[src/rtl/core/bqpn_pkg.sv]
// Shared constants, codes and control types of the biquad peak normalizer.
package bqpn_pkg;

  localparam int STORE_DEPTH    = 65536;
  localparam int ADDR_W         = $clog2(STORE_DEPTH);
  localparam int CNT_W          = ADDR_W + 1;
  localparam int COEF_W         = 18;
  localparam int COEF_FRAC_BITS = 14;
  localparam int SAMPLE_W       = 16;
  localparam int VAL_W          = 48;
  localparam int OPD_W          = 17;
  localparam int PROD_W         = COEF_W + OPD_W;
  localparam int SUM_W          = 72;
  localparam int SCALE_SH       = 15;
  localparam int NUM_W          = VAL_W + SCALE_SH;
  localparam int Q_W            = 16;
  localparam int CFG_IDX_W      = 3;
  localparam int STEP_W         = 4;

  localparam logic signed [SAMPLE_W-1:0] PCM_FULL_SCALE = 16'sd32767;

  localparam logic [CFG_IDX_W-1:0] REG_B0 = 3'd0;
  localparam logic [CFG_IDX_W-1:0] REG_B1 = 3'd1;
  localparam logic [CFG_IDX_W-1:0] REG_B2 = 3'd2;
  localparam logic [CFG_IDX_W-1:0] REG_A1 = 3'd3;
  localparam logic [CFG_IDX_W-1:0] REG_A2 = 3'd4;

  localparam logic OP_PUSH = 1'b0;
  localparam logic OP_PULL = 1'b1;

  localparam logic [STEP_W-1:0] STEP_B0   = 4'd0;
  localparam logic [STEP_W-1:0] STEP_B1   = 4'd1;
  localparam logic [STEP_W-1:0] STEP_B2   = 4'd2;
  localparam logic [STEP_W-1:0] STEP_A1_L = 4'd3;
  localparam logic [STEP_W-1:0] STEP_A1_M = 4'd4;
  localparam logic [STEP_W-1:0] STEP_A1_H = 4'd5;
  localparam logic [STEP_W-1:0] STEP_A2_L = 4'd6;
  localparam logic [STEP_W-1:0] STEP_A2_M = 4'd7;
  localparam logic [STEP_W-1:0] STEP_A2_H = 4'd8;
  localparam logic [STEP_W-1:0] DIV_FIRST = 4'd15;

  typedef struct packed {
    logic                push_start;
    logic                set_drop;
    logic                mul_en;
    logic [STEP_W-1:0]   step;
    logic                sat;
    logic                commit;
    logic                pull_start;
    logic                rd_issue;
    logic                div_load;
    logic                num_load;
    logic                div_step;
    logic                out_load;
  } cmd_t;

  typedef struct packed {
    logic full;
    logic has_data;
    logic out_busy;
  } stat_t;

endpackage

[src/rtl/core/bqpn_ctrl.sv]
// Sequencer that steps the filter MAC, the store and the divider for each item.
module bqpn_ctrl (
  input  logic                 clk,
  input  logic                 rst_n,
  input  logic                 in_tvalid,
  output logic                 in_tready,
  input  logic                 in_tuser,
  input  bqpn_pkg::stat_t      stat,
  output bqpn_pkg::cmd_t       cmd
);

  typedef enum logic [3:0] {
    S_IDLE, S_FULL, S_MAC, S_MACW, S_SAT, S_UPD,
    S_PCHK, S_DLD, S_NUM, S_DIV, S_OUT
  } state_t;

  state_t                      state_r, state_nxt;
  logic [bqpn_pkg::STEP_W-1:0] cnt_r, cnt_nxt;

  assign in_tready = (state_r == S_IDLE);

  always_comb begin
    cmd       = '0;
    state_nxt = state_r;
    cnt_nxt   = cnt_r;
    case (state_r)
      S_IDLE: begin
        if (in_tvalid) begin
          if (in_tuser == bqpn_pkg::OP_PUSH) begin
            cmd.push_start = 1'b1;
            state_nxt      = S_FULL;
          end else begin
            cmd.pull_start = 1'b1;
            state_nxt      = S_PCHK;
          end
        end
      end
      S_FULL: begin
        if (stat.full) begin
          cmd.set_drop = 1'b1;
          state_nxt    = S_IDLE;
        end else begin
          cnt_nxt   = bqpn_pkg::STEP_B0;
          state_nxt = S_MAC;
        end
      end
      S_MAC: begin
        cmd.mul_en = 1'b1;
        cmd.step   = cnt_r;
        if (cnt_r == bqpn_pkg::STEP_A2_H) begin
          state_nxt = S_MACW;
        end else begin
          cnt_nxt = cnt_r + 1'b1;
        end
      end
      // The last product lands in the accumulator here.
      S_MACW: state_nxt = S_SAT;
      S_SAT: begin
        cmd.sat   = 1'b1;
        state_nxt = S_UPD;
      end
      S_UPD: begin
        cmd.commit = 1'b1;
        state_nxt  = S_IDLE;
      end
      S_PCHK: begin
        if (stat.has_data) begin
          cmd.rd_issue = 1'b1;
          state_nxt    = S_DLD;
        end else begin
          state_nxt = S_IDLE;
        end
      end
      S_DLD: begin
        cmd.div_load = 1'b1;
        state_nxt    = S_NUM;
      end
      S_NUM: begin
        cmd.num_load = 1'b1;
        cnt_nxt      = bqpn_pkg::DIV_FIRST;
        state_nxt    = S_DIV;
      end
      S_DIV: begin
        cmd.div_step = 1'b1;
        if (cnt_r == '0) begin
          state_nxt = S_OUT;
        end else begin
          cnt_nxt = cnt_r - 1'b1;
        end
      end
      S_OUT: begin
        if (!stat.out_busy) begin
          cmd.out_load = 1'b1;
          state_nxt    = S_IDLE;
        end
      end
      default: state_nxt = S_IDLE;
    endcase
  end

  always_ff @(posedge clk) begin
    if (!rst_n) begin
      state_r <= S_IDLE;
      cnt_r   <= '0;
    end else begin
      state_r <= state_nxt;
      cnt_r   <= cnt_nxt;
    end
  end

endmodule

[config.mk]
export PLATFORM = sky130hd
export DESIGN_NAME = bqpn_ctrl
export DESIGN_NICKNAME = d
export VERILOG_FILES = /design/src/rtl/core/bqpn_pkg.sv /design/src/rtl/core/bqpn_ctrl.sv
export SDC_FILE = /design/constraint.sdc
export NUM_CORES = 1
export LEC_CHECK = 0
export ABC_AREA = 1
export BUFFER_PORTS_ARGS = -buffer_cell sky130_fd_sc_hd__buf_4
export CORE_AREA = 2 2 44 46
export DETAILED_ROUTE_END_ITERATION = 10
export DIE_AREA = 0 0 46 48
export PLACE_DENSITY = 0.73
export RECOVER_POWER = 25
export SYNTH_ARGS = -nofsm -noshare
export SYNTH_HDL_FRONTEND = slang
export SYNTH_SLANG_ARGS = --single-unit
[constraint.sdc]
create_clock -name clk -period 2 [get_ports clk]
set_input_delay 0.1 -clock clk [delete_from_list [all_inputs] [get_ports clk]]
set_output_delay 0.1 -clock clk [all_outputs]
set_load 0.03 [all_outputs]
* After elaboration in Yosys (flattened, before gate mapping) *
Cells that the tools add are included.

storage, ports and cells
  register bits after elaboration = 8
  bits of input ports = 7
  output and inout bits = 16

operators by class
  $add $sub $neg = 2
  equal/unequal tests = 18
  mux-type cells = 30
  reductions and logical operators = 5

operator list
  cell                                                                 count
  4-bit one-hot mux with 10 select lines                               1
  4-bit two-way mux                                                    7
  1-bit two-way mux                                                    17
  4-bit by 3-bit == test with 1-bit output (second input constant)     4
  4-bit == test (second input constant)                                4
  4-bit one-hot mux with 4 select lines                                1
  2-bit inequality test (second input constant)                        7
  4-bit by 2-bit == test with 1-bit output (second input constant)     2
  4-bit logical NOT                                                    2
  4-bit AND reduction                                                  2
  3-bit two-way mux                                                    2
  5-bit two-way mux                                                    1
  4-bit by 1-bit adder with 4-bit output (second input constant)       1
  4-bit by 1-bit == test with 1-bit output (second input constant)     1
  4-bit nonzero test                                                   1
  4-bit by 1-bit subtractor with 4-bit output (second input constant)  1
  2-bit two-way mux                                                    1

* Logic depth before layout (Yosys ltp) *
Gate-level depths: netlist of run 1.

  depth in word-level cells = 3
  mapped depth = 13
  gate-level depth less buffers = 13

* Worst setup path after synthesis of run 1 *
OpenSTA, ideal clock, no wires.

  path type = register to output
  start point = reg state_r[3]
  end point = out cmd[5] (netlist bit)
  data arrival time = 1692 ps
  data required time = 1900 ps
  slack = 208 ps
  stages on the path, launching flop included = 6
  cell sequence = dfxtp_1 > inv_1 > nand2_1 > nor2_1 > nand2_1 > nor2_1

RTL lines
  item                    line              source
  from (decl)             bqpn_ctrl.sv:17   state_t state_r, state_nxt;
  from (signal assigned)  bqpn_ctrl.sv:106  state_r <= state_nxt;
  to (decl)               bqpn_ctrl.sv:9    output bqpn_pkg::cmd_t cmd

* Worst setup path after layout of run 1 *
  start point = reg state_r[0]
  end point = reg cnt_r[2] (netlist bit)

on the way
  cells in the longest elaborated chain, start to end = 3

RTL lines
  item                                                                                 line              source
  4-bit == test, or another cell as far along                                          bqpn_ctrl.sv:26   case (state_r)
  4-bit nonzero test (no source line) / 2-bit inequality test (equally long branches)  n/a
  4-bit AND reduction (no source line)                                                 n/a
  to (signal assigned)                                                                 bqpn_ctrl.sv:107  cnt_r <= cnt_nxt;
  to (decl)                                                                            bqpn_ctrl.sv:18   logic [bqpn_pkg::STEP_W-1:0] cnt_r, cnt_nxt;

Parallel ways exist; a longest one is shown, timed or not.
A chain may end at the register's enable or synchronous reset.

==> impl_results.html, run 1 <==
<table>
<tr><th>Metric</th><th>Value</th></tr>
<tr><th colspan="2">Yosys</th></tr>
<tr><td>Number of storage elements in the synthesis netlist</td><td>8</td></tr>
<tr><td>Dominant cell type by area after synthesis</td><td>nand2_1</td></tr>
<tr><td>Syn nets</td><td>144</td></tr>
<tr><td>Number of warnings printed during yosys synthesis</td><td>0</td></tr>
<tr><td>Number of distinct library cell variants in the gate-level netlist after synthesis</td><td>21</td></tr>
<tr><td>Mean area per synthesized cell</td><td>between 5 and 6 um2</td></tr>
<tr><td>Synth top area cells</td><td>nand2_1 20%, dfxtp_1 20%, inv_1 8.3%, nor2_1 8.3%, nor2_4 6.9%</td></tr>
<tr><td>Post-Synthesis Cell Area</td><td>812 um2</td></tr>
<tr><td>Cell count after synthesis</td><td>136</td></tr>
<tr><td>Fraction of synthesized cell area taken by the top area cell type</td><td>19.9%</td></tr>
<tr><td>Fraction of the yosys area taken by sequential cells</td><td>between 10% and 20%</td></tr>
<tr><th colspan="2">Clock network</th></tr>
<tr><td>Depth of the CTS H-tree</td><td>1</td></tr>
<tr><td>Clock transition time at the flip-flop clock pins of the worst setup and hold paths</td><td>0.05 ns</td></tr>
<tr><td>Buffer levels on the longest clock path</td><td>2</td></tr>
<tr><td>Clock latency of the later-clocked register in the worst-skew pair</td><td>0.25 ns</td></tr>
<tr><td>Number of sinks handled by clock tree synthesis</td><td>8</td></tr>
<tr><td>Resize count post-CTS</td><td>0</td></tr>
<tr><td>CTS tree</td><td>built</td></tr>
<tr><td>CTS root buf</td><td>clkbuf_4</td></tr>
<tr><td>Post-CTS Hold Buffers</td><td>0</td></tr>
<tr><td>CTS Buf Count</td><td>3</td></tr>
<tr><td>Post-CTS setup buffer count</td><td>0</td></tr>
<tr><th colspan="2">Detailed routing</th></tr>
<tr><td>Total vias in the final route</td><td>898</td></tr>
<tr><td>Number of remaining DRC errors</td><td>0</td></tr>
<tr><td>Number of detailed-routing iterations run before antenna repair</td><td>4</td></tr>
<tr><td>WL per Instance</td><td>~12 um</td></tr>
<tr><td>Final wirelength</td><td>2050 um</td></tr>
<tr><td>Post-detailed-route count of antenna-violating nets</td><td>0</td></tr>
<tr><td>Initial DRC Count</td><td>32</td></tr>
<tr><td>Via-to-Cell Ratio</td><td>5.04</td></tr>
<tr><th colspan="2">GRT</th></tr>
<tr><td>Met3 demand-to-capacity share in global routing</td><td>2.64%</td></tr>
<tr><td>Overall global routing resource usage</td><td>21.4%</td></tr>
<tr><td>Met1 usage</td><td>just under 30%</td></tr>
<tr><td>Total congestion overflow</td><td>0</td></tr>
<tr><td>Routing usage on met2</td><td>33.9%</td></tr>
<tr><td>Grt peak-use layer</td><td>met2</td></tr>
<tr><td>Antenna violations before repair</td><td>0</td></tr>
<tr><td>Global-route wire length before repair</td><td>3390 um</td></tr>
<tr><td>Maximum number of pins on one net before global-route repair</td><td>9</td></tr>
<tr><td>Number of global-route vias before repair</td><td>slightly below 800</td></tr>
<tr><th colspan="2">Timing</th></tr>
<tr><td>Setup violations, final</td><td>0</td></tr>
<tr><td>Upper clock frequency limit</td><td>598 MHz</td></tr>
<tr><td>Ratio of final minimum period to clock period</td><td>a little over four fifths</td></tr>
<tr><td>Final hold vios</td><td>0</td></tr>
<tr><td>RSZ-0062 raised after global routing</td><td>false</td></tr>
<tr><td>Pin slew with the least headroom to its limit</td><td>0.374 ns</td></tr>
<tr><td>Worst slew margin</td><td>about three quarters</td></tr>
<tr><td>Setup TNS</td><td>0 ns</td></tr>
<tr><td>Number of max-slew violations in the final report</td><td>0</td></tr>
<tr><td>Post-Route Hold Slack</td><td>0.131 ns</td></tr>
<tr><td>Skew final</td><td>0.00132 ns</td></tr>
<tr><td>Final period demand of the worst path</td><td>approximately 1.7 ns</td></tr>
<tr><th colspan="2">Final layout</th></tr>
<tr><td>Final cell count without fillers</td><td>178</td></tr>
<tr><td># fillers</td><td>182</td></tr>
<tr><td>Number of nets at the end of the flow</td><td>171</td></tr>
<tr><td>Proportion of layout cells with a drive suffix above 1</td><td>29.2%</td></tr>
<tr><td>Signed area change from the synthesized netlist to the final layout</td><td>23.1%</td></tr>
<tr><td>Number of antenna diodes</td><td>0</td></tr>
<tr><th colspan="2">Setup path</th></tr>
<tr><td>Launching point of the worst reg2reg path</td><td>state_r[0]$_SDFFE_PN0P_</td></tr>
<tr><td>Kind of end point of the critical path</td><td>flip-flop</td></tr>
<tr><td>Endpoint required time on the critical path</td><td>2.19 ns</td></tr>
<tr><td>Kind of start point of the critical path</td><td>flip-flop</td></tr>
<tr><td>Critical path peak fanout</td><td>8</td></tr>
<tr><td>Data arrival time of the critical path</td><td>1.86 ns</td></tr>
<tr><td>Start point of the critical path</td><td>state_r[0]$_SDFFE_PN0P_</td></tr>
<tr><td>Critical path start-end classification</td><td>flip-flop to flip-flop</td></tr>
<tr><th colspan="2">Floorplanning</th></tr>
<tr><td>Die ar.</td><td>2210 um2</td></tr>
<tr><td>Top-level I/O count</td><td>23</td></tr>
<tr><td>Die span in y</td><td>48 um</td></tr>
<tr><td>Number of standard-cell rows in the floorplan</td><td>15</td></tr>
<tr><td>Initial Utilization</td><td>between 40% and 50%</td></tr>
<tr><td>Area of the core</td><td>1690 um2</td></tr>
<tr><td>X dimension of the die</td><td>about 46 um</td></tr>
<tr><th colspan="2">Placed design</th></tr>
<tr><td>Total placed cells including tap cells</td><td>175</td></tr>
<tr><td>Final weighted congestion in routability-driven placement</td><td>about 0.87</td></tr>
<tr><td>Count of input and output buffers</td><td>22</td></tr>
<tr><td>Detailed Place HPWL</td><td>approximately 1700 um</td></tr>
<tr><th colspan="2">Run</th></tr>
<tr><td>Count of maximum capacitance violations</td><td>0</td></tr>
<tr><th colspan="2">Pwr</th></tr>
<tr><td>PwrDens</td><td>approximately 1500 nW/um2</td></tr>
<tr><td>Lkg Pwr</td><td>0.550 nW</td></tr>
<tr><td>Maximum vdd drop</td><td>roughly 880 uV</td></tr>
<tr><th colspan="2">Worst hold path</th></tr>
<tr><td>Class of the tightest hold or removal check</td><td>input port to flip-flop</td></tr>
<tr><td>Worst Hold Launch</td><td>rst_n</td></tr>
<tr><th colspan="2">Outcome</th></tr>
<tr><td>Status</td><td>finished, final reports clean</td></tr>
</table>
flip-flops by register name, summed over array words and instances (netlist names):
name	count
cnt_r	4
state_r	4
synth_stat cells:
| library cell | instances |
|---|---|
| ha_1 | 1 |
| nand4_2 | 1 |
| a21oi_2 | 5 |
| nor3_2 | 1 |
| nor2_1 | 18 |
| nand4_1 | 1 |
| nand3_1 | 11 |
| nor2_4 | 5 |
| o211ai_1 | 1 |
| a21boi_1 | 1 |
| o21ai_0 | 1 |
| nand2_1 | 43 |
| nand2_2 | 7 |
| nand3_2 | 1 |
| inv_2 | 2 |
| nand2_4 | 3 |
| a21oi_1 | 2 |
| dfxtp_1 | 8 |
| nor3_1 | 3 |
| nor2_2 | 3 |
| inv_1 | 18 |
metrics by stage:
stage | power, mW | util [%] | instance area (um2) | setup WS (ns)
2_1_floorplan | 1.18 | - | 812 | 0.208
3_3_place_gp | 1.43 | 59.1 | 998 | 0.435
3_5_place_dp | 1.44 | 59.1 | 998 | 0.344
4_1_cts | 1.57 | 60.4 | 1020 | 0.330
5_1_grt | 1.68 | 59.2 | 1000 | 0.167
6_report | 1.54 | 59.2 | 1000 | 0.328
power by group:
| part | internal [mW] | switching [mW] |
|---|---|---|
| Clock | 0.0683 | 0.0502 |
| Sequential | 0.227 | 0.101 |
| Combinational | 0.363 | 0.728 |
path summary, 6_finish.rpt:
kind / end / slack (ns) / depth (start not counted)
worst max-delay path: cnt_r[2]$_SDFFE_PN0P_ / 0.33 / 13
worst min register to register: state_r[3]$_SDFFE_PN0P_ / 0.54 / 2
worst min-delay path: cnt_r[2]$_SDFFE_PN0P_ / 0.13 / 3
worst max register to register: cnt_r[2]$_SDFFE_PN0P_ / 0.33 / 13
cell families (layout without fill, tap and decap cells):
family	count (synthesis)	after routing	synth area share [%]
buf+inv	20	45	9.24
flops	8	8	19.7
simple gates	97	97	60.4
compound gates	10	10	9.09
fa+ha+maj	1	1	1.54
final cells by class:
class                   count  area [um2]  share of cell area [%]
multi-input cells         108         567                    56.7
flip-flops and latches      8         160                    16.0
well taps                  17        21.3                    2.13
inverters                  20        75.1                    7.51
clock buffers               3        22.5                    2.25
repair buffers             22         154                    15.4
cell usage in the layout, fill, tap and decap left out, types with 2 or more instances in the layout:
cell type,instances
a21oi_1,2
a21oi_2,5
buf_4,19
clkbuf_1,3
clkbuf_4,3
dfxtp_1,8
inv_1,19
nand2_1,43
nand2_2,7
nand2_4,3
nand3_1,11
nor2_1,20
nor2_2,2
nor2_4,4
nor3_1,3
metal layers:
metal  wire, um  up-vias
met5          0        -
met4         10        0
met3         77        2
met2        957       17
met1       1000      403
li1           -      476
worst max-delay path, stage by stage, from the launching register on:
cell and delay (ns):
dfxtp_1 0.48, inv_2 0.11, nor2_4 0.17, nand2_4 0.11, nand2_1 0.08, nand2_1 0.06, inv_1 0.05, ha_1 0.13
inv_1 0.04, nand2_1 0.08, inv_1 0.05, nand2_1 0.06, nand3_1 0.08, a21oi_2 0.11
No activity file was read; power rests on OpenSTA's default activity.
==> inputs of run 2 (changes only) <==
==> constraint.sdc (replaced) <==
create_clock -name clk -period 1.6 [get_ports clk]
set_input_delay 0.08 -clock clk [delete_from_list [all_inputs] [get_ports clk]]
set_output_delay 0.08 -clock clk [all_outputs]
set_load 0.03 [all_outputs]
==> run 2 against run 1 <==
Global-route usage up 0.70 points; highest routed layer is now met3; combinational power increased by 36%; clock power increased by 25%; critical path depth fell by 8; non-clock buffer count rose by 4.
==> impl_results.html, run 2 (synthesized netlist as in run 1, its figures left out) <==
<table>
<tr><th>Metric</th><th>Value</th></tr>
<tr><th colspan="2">Timing</th></tr>
<tr><td>Final period demand of the worst path</td><td>1.49 ns</td></tr>
<tr><td>Number of max-slew violations in the final report</td><td>0 (unchanged)</td></tr>
<tr><td>Worst slew margin</td><td>74.8% (-0.36 points)</td></tr>
<tr><td>Setup violations, final</td><td>0 (unchanged)</td></tr>
<tr><td>Minimum setup slack in the final design</td><td>0.106 ns (-0.223 ns)</td></tr>
<tr><td>Setup TNS</td><td>0 ns (unchanged)</td></tr>
<tr><td>Ratio of final minimum period to clock period</td><td>approximately 93%</td></tr>
<tr><td>Upper clock frequency limit</td><td>669 MHz</td></tr>
<tr><td>Skew final</td><td>0.00750 ns (+0.00618 ns)</td></tr>
<tr><td>RSZ-0062 raised after global routing</td><td>false</td></tr>
<tr><td>Final hold vios</td><td>0 (unchanged)</td></tr>
<tr><td>Pin slew with the least headroom to its limit</td><td>0.380 ns (+0.00550 ns)</td></tr>
<tr><th colspan="2">Setup path</th></tr>
<tr><td>CP Buf/Inv Count</td><td>3 (-1)</td></tr>
<tr><td>Reg2reg path depth</td><td>11 (-2)</td></tr>
<tr><td>Kind of start point of the critical path</td><td>flip-flop</td></tr>
<tr><td>Critical path peak fanout</td><td>5 (-3)</td></tr>
<tr><td>Slowest-stage cell, CP</td><td>dfxtp_1</td></tr>
<tr><td>CP Cell Sequence</td><td>inv_2 &gt; nor2_2 &gt; nand3_1 &gt; inv_1 &gt; buf_4</td></tr>
<tr><td>Total stage count of the critical path</td><td>5 (-8)</td></tr>
<tr><td>Critical path start-end classification</td><td>flip-flop to primary output</td></tr>
<tr><td>Largest stage delay on the critical path</td><td>0.46 ns (-0.02 ns)</td></tr>
<tr><td>Kind of end point of the critical path</td><td>primary output</td></tr>
<tr><td>Endpoint required time on the critical path</td><td>1.52 ns (-0.67 ns)</td></tr>
<tr><td>Family with the most delay on the worst path</td><td>flip-flops</td></tr>
<tr><td>Data arrival time of the critical path</td><td>1.41 ns (-0.45 ns)</td></tr>
<tr><th colspan="2">Clock network</th></tr>
<tr><td>Number of sinks handled by clock tree synthesis</td><td>8 (unchanged)</td></tr>
<tr><td>Clock transition time at the flip-flop clock pins of the worst setup and hold paths</td><td>0.05 ns (about the same)</td></tr>
<tr><td>Depth of the CTS H-tree</td><td>1 (unchanged)</td></tr>
<tr><td>CTS root buf</td><td>clkbuf_4</td></tr>
<tr><td>Buffer levels on the longest clock path</td><td>2 (unchanged)</td></tr>
<tr><td>Clock latency of the later-clocked register in the worst-skew pair</td><td>0.25 ns (about the same)</td></tr>
<tr><td>CTS Buf Count</td><td>3 (unchanged)</td></tr>
<tr><td>CTS tree</td><td>built</td></tr>
<tr><th colspan="2">Run</th></tr>
<tr><td>Count of maximum capacitance violations</td><td>0 (unchanged)</td></tr>
<tr><th colspan="2">Floorplanning</th></tr>
<tr><td>Top-level I/O count</td><td>23 (unchanged)</td></tr>
<tr><td>Die ar.</td><td>2210 um2 (unchanged)</td></tr>
<tr><td>Initial Utilization</td><td>48.1% (unchanged)</td></tr>
<tr><td>Area of the core</td><td>1690 um2 (unchanged)</td></tr>
<tr><td>Number of standard-cell rows in the floorplan</td><td>15 (unchanged)</td></tr>
<tr><td>X dimension of the die</td><td>46 um (unchanged)</td></tr>
<tr><td>Die span in y</td><td>48 um (unchanged)</td></tr>
<tr><th colspan="2">Placed design</th></tr>
<tr><td>Total placed cells including tap cells</td><td>177 (+1.1%)</td></tr>
<tr><td>Count of input and output buffers</td><td>22 (unchanged)</td></tr>
<tr><td>Placed instance area</td><td>1020 um2 (+1.8%)</td></tr>
<tr><td>Final weighted congestion in routability-driven placement</td><td>0.908 (+4.7%)</td></tr>
<tr><td>Minimum setup slack after placement</td><td>0.0818 ns (-0.263 ns)</td></tr>
<tr><td>Detailed Place HPWL</td><td>1800 um (+4.6%)</td></tr>
<tr><th colspan="2">Pwr</th></tr>
<tr><td>PwrDens</td><td>1940 nW/um2 (+26%)</td></tr>
<tr><td>Maximum vdd drop</td><td>1020 uV (+16%)</td></tr>
<tr><td>Lkg Pwr</td><td>0.574 nW (+4.5%)</td></tr>
<tr><td>Overall power consumption</td><td>2.03 mW (+32%)</td></tr>
<tr><th colspan="2">GRT</th></tr>
<tr><td>Global-route wire length before repair</td><td>3580 um (+5.5%)</td></tr>
<tr><td>Number of global-route vias before repair</td><td>861 (+10%)</td></tr>
<tr><td>Antenna violations before repair</td><td>0 (unchanged)</td></tr>
<tr><td>Overall global routing resource usage</td><td>22.1% (+0.70 points)</td></tr>
<tr><td>Maximum number of pins on one net before global-route repair</td><td>9 (unchanged)</td></tr>
<tr><td>Total congestion overflow</td><td>0 (unchanged)</td></tr>
<tr><th colspan="2">Detailed routing</th></tr>
<tr><td>Final wirelength</td><td>2210 um (+7.9%)</td></tr>
<tr><td>Number of remaining DRC errors</td><td>0 (unchanged)</td></tr>
<tr><td>Initial DRC Count</td><td>20 (-38%)</td></tr>
<tr><td>Number of detailed-routing iterations run before antenna repair</td><td>4 (unchanged)</td></tr>
<tr><td>Via-to-Cell Ratio</td><td>5.20 (+3.1%)</td></tr>
<tr><td>Total vias in the final route</td><td>947 (+5.5%)</td></tr>
<tr><td>Post-detailed-route count of antenna-violating nets</td><td>0 (unchanged)</td></tr>
<tr><td>WL per Instance</td><td>12.1 um (+5.5%)</td></tr>
<tr><th colspan="2">Final layout</th></tr>
<tr><td>Largest registers in the final layout</td><td>cnt_r x4, state_r x4</td></tr>
<tr><td>Proportion of layout cells with a drive suffix above 1</td><td>35.2% (+6.0 points)</td></tr>
<tr><td>Number of antenna diodes</td><td>0 (unchanged)</td></tr>
<tr><td>Leading cell type in the layout, fill and taps excluded</td><td>nand2_1</td></tr>
<tr><td>Final design area excluding fillers</td><td>1040 um2 (+4.4%)</td></tr>
<tr><td>Final cell count without fillers</td><td>182 (+2.2%)</td></tr>
<tr><td>Most used cells in the layout excluding fill and tap cells</td><td>43 x nand2_1, 24 x buf_4, 18 x nor2_1, 17 x inv_1, 11 x nand3_1</td></tr>
<tr><td>Number of nets at the end of the flow</td><td>175 (+2.3%)</td></tr>
<tr><td>Signed area change from the synthesized netlist to the final layout</td><td>28.5%</td></tr>
<tr><th colspan="2">Worst hold path</th></tr>
<tr><td>Class of the tightest hold or removal check</td><td>input port to flip-flop</td></tr>
<tr><td>Count of cells along the worst hold path</td><td>3 (unchanged)</td></tr>
<tr><th colspan="2">Outcome</th></tr>
<tr><td>Status</td><td>finished, final reports clean</td></tr>
</table>
==> run 2: cell count changes in the layout (fill, tap and decap cells not counted), sizes merged <==
cell    previous run  this run
buf               19        24
clkbuf             6         5
==> run 2: what timing repair did <==
action                     in CTS  in global routing
resized for setup               0                  4
buffers inserted                0                  2
hold buffers                    0                  0
setup endpoints to repair       0                  3
==> run 2: power by group <==
group	switching [mW]	internal (mW)	leakage, nW	total, mW
clock network	0.0632	0.0855	0.0138	0.149
logic	0.975	0.509	0.494	1.48
registers	0.108	0.285	0.0667	0.393
total	1.15	0.880	0.574	2.03
==> run 2: stage by stage <==
step | hold slack [ns] | utilization, %
after floorplan | 0.216 | -
after global placement | 0.361 | 60.1
final | 0.100 | 61.8
after detailed placement | 0.363 | 60.1
after CTS | 0.0950 | 61.5
after global routing | 0.103 | 61.8
==> run 2: worst paths after layout <==
| path | end | slack, ns | start |
|---|---|---|---|
| worst max-delay path | cmd[4] | 0.11 | state_r[1]$_SDFFE_PN0P_ |
| worst min register to register | state_r[3]$_SDFFE_PN0P_ | 0.51 | state_r[3]$_SDFFE_PN0P_ |
| worst max register to register | cnt_r[2]$_SDFFE_PN0P_ | 0.14 | state_r[0]$_SDFFE_PN0P_ |
| worst min-delay path | cnt_r[3]$_SDFFE_PN0P_ | 0.10 | rst_n |
==> run 2: worst register-to-register path, cell delays in order (launching register included) <==
cell	delay (ns)
dfxtp_2	0.34
inv_2	0.07
nor2_4	0.18
nand3_1	0.12
nand2_1	0.09
inv_1	0.04
ha_1	0.17
inv_1	0.05
nand2_1	0.06
nand2_1	0.08
nand3_1	0.09
a21oi_2	0.11
==> run 2: layout make-up <==
cell class	count	area, um2
fillers	167	646
flip-flops and latches	8	165
well taps	17	21.3
clock buffers	3	22.5
inverters	20	75.1
repair buffers	26	188
multi-input cells	108	572
==> run 2: routing by layer <==
layer	track usage (%)	up-vias	wire [um]	part of all wire (%)
li1	-	484	-	-
met2	36.9	24	1110	50
met4	5.14	0	0	0
met1	29.4	439	1000	45
met5	0	-	0	0
met3	4.15	0	98	4.4
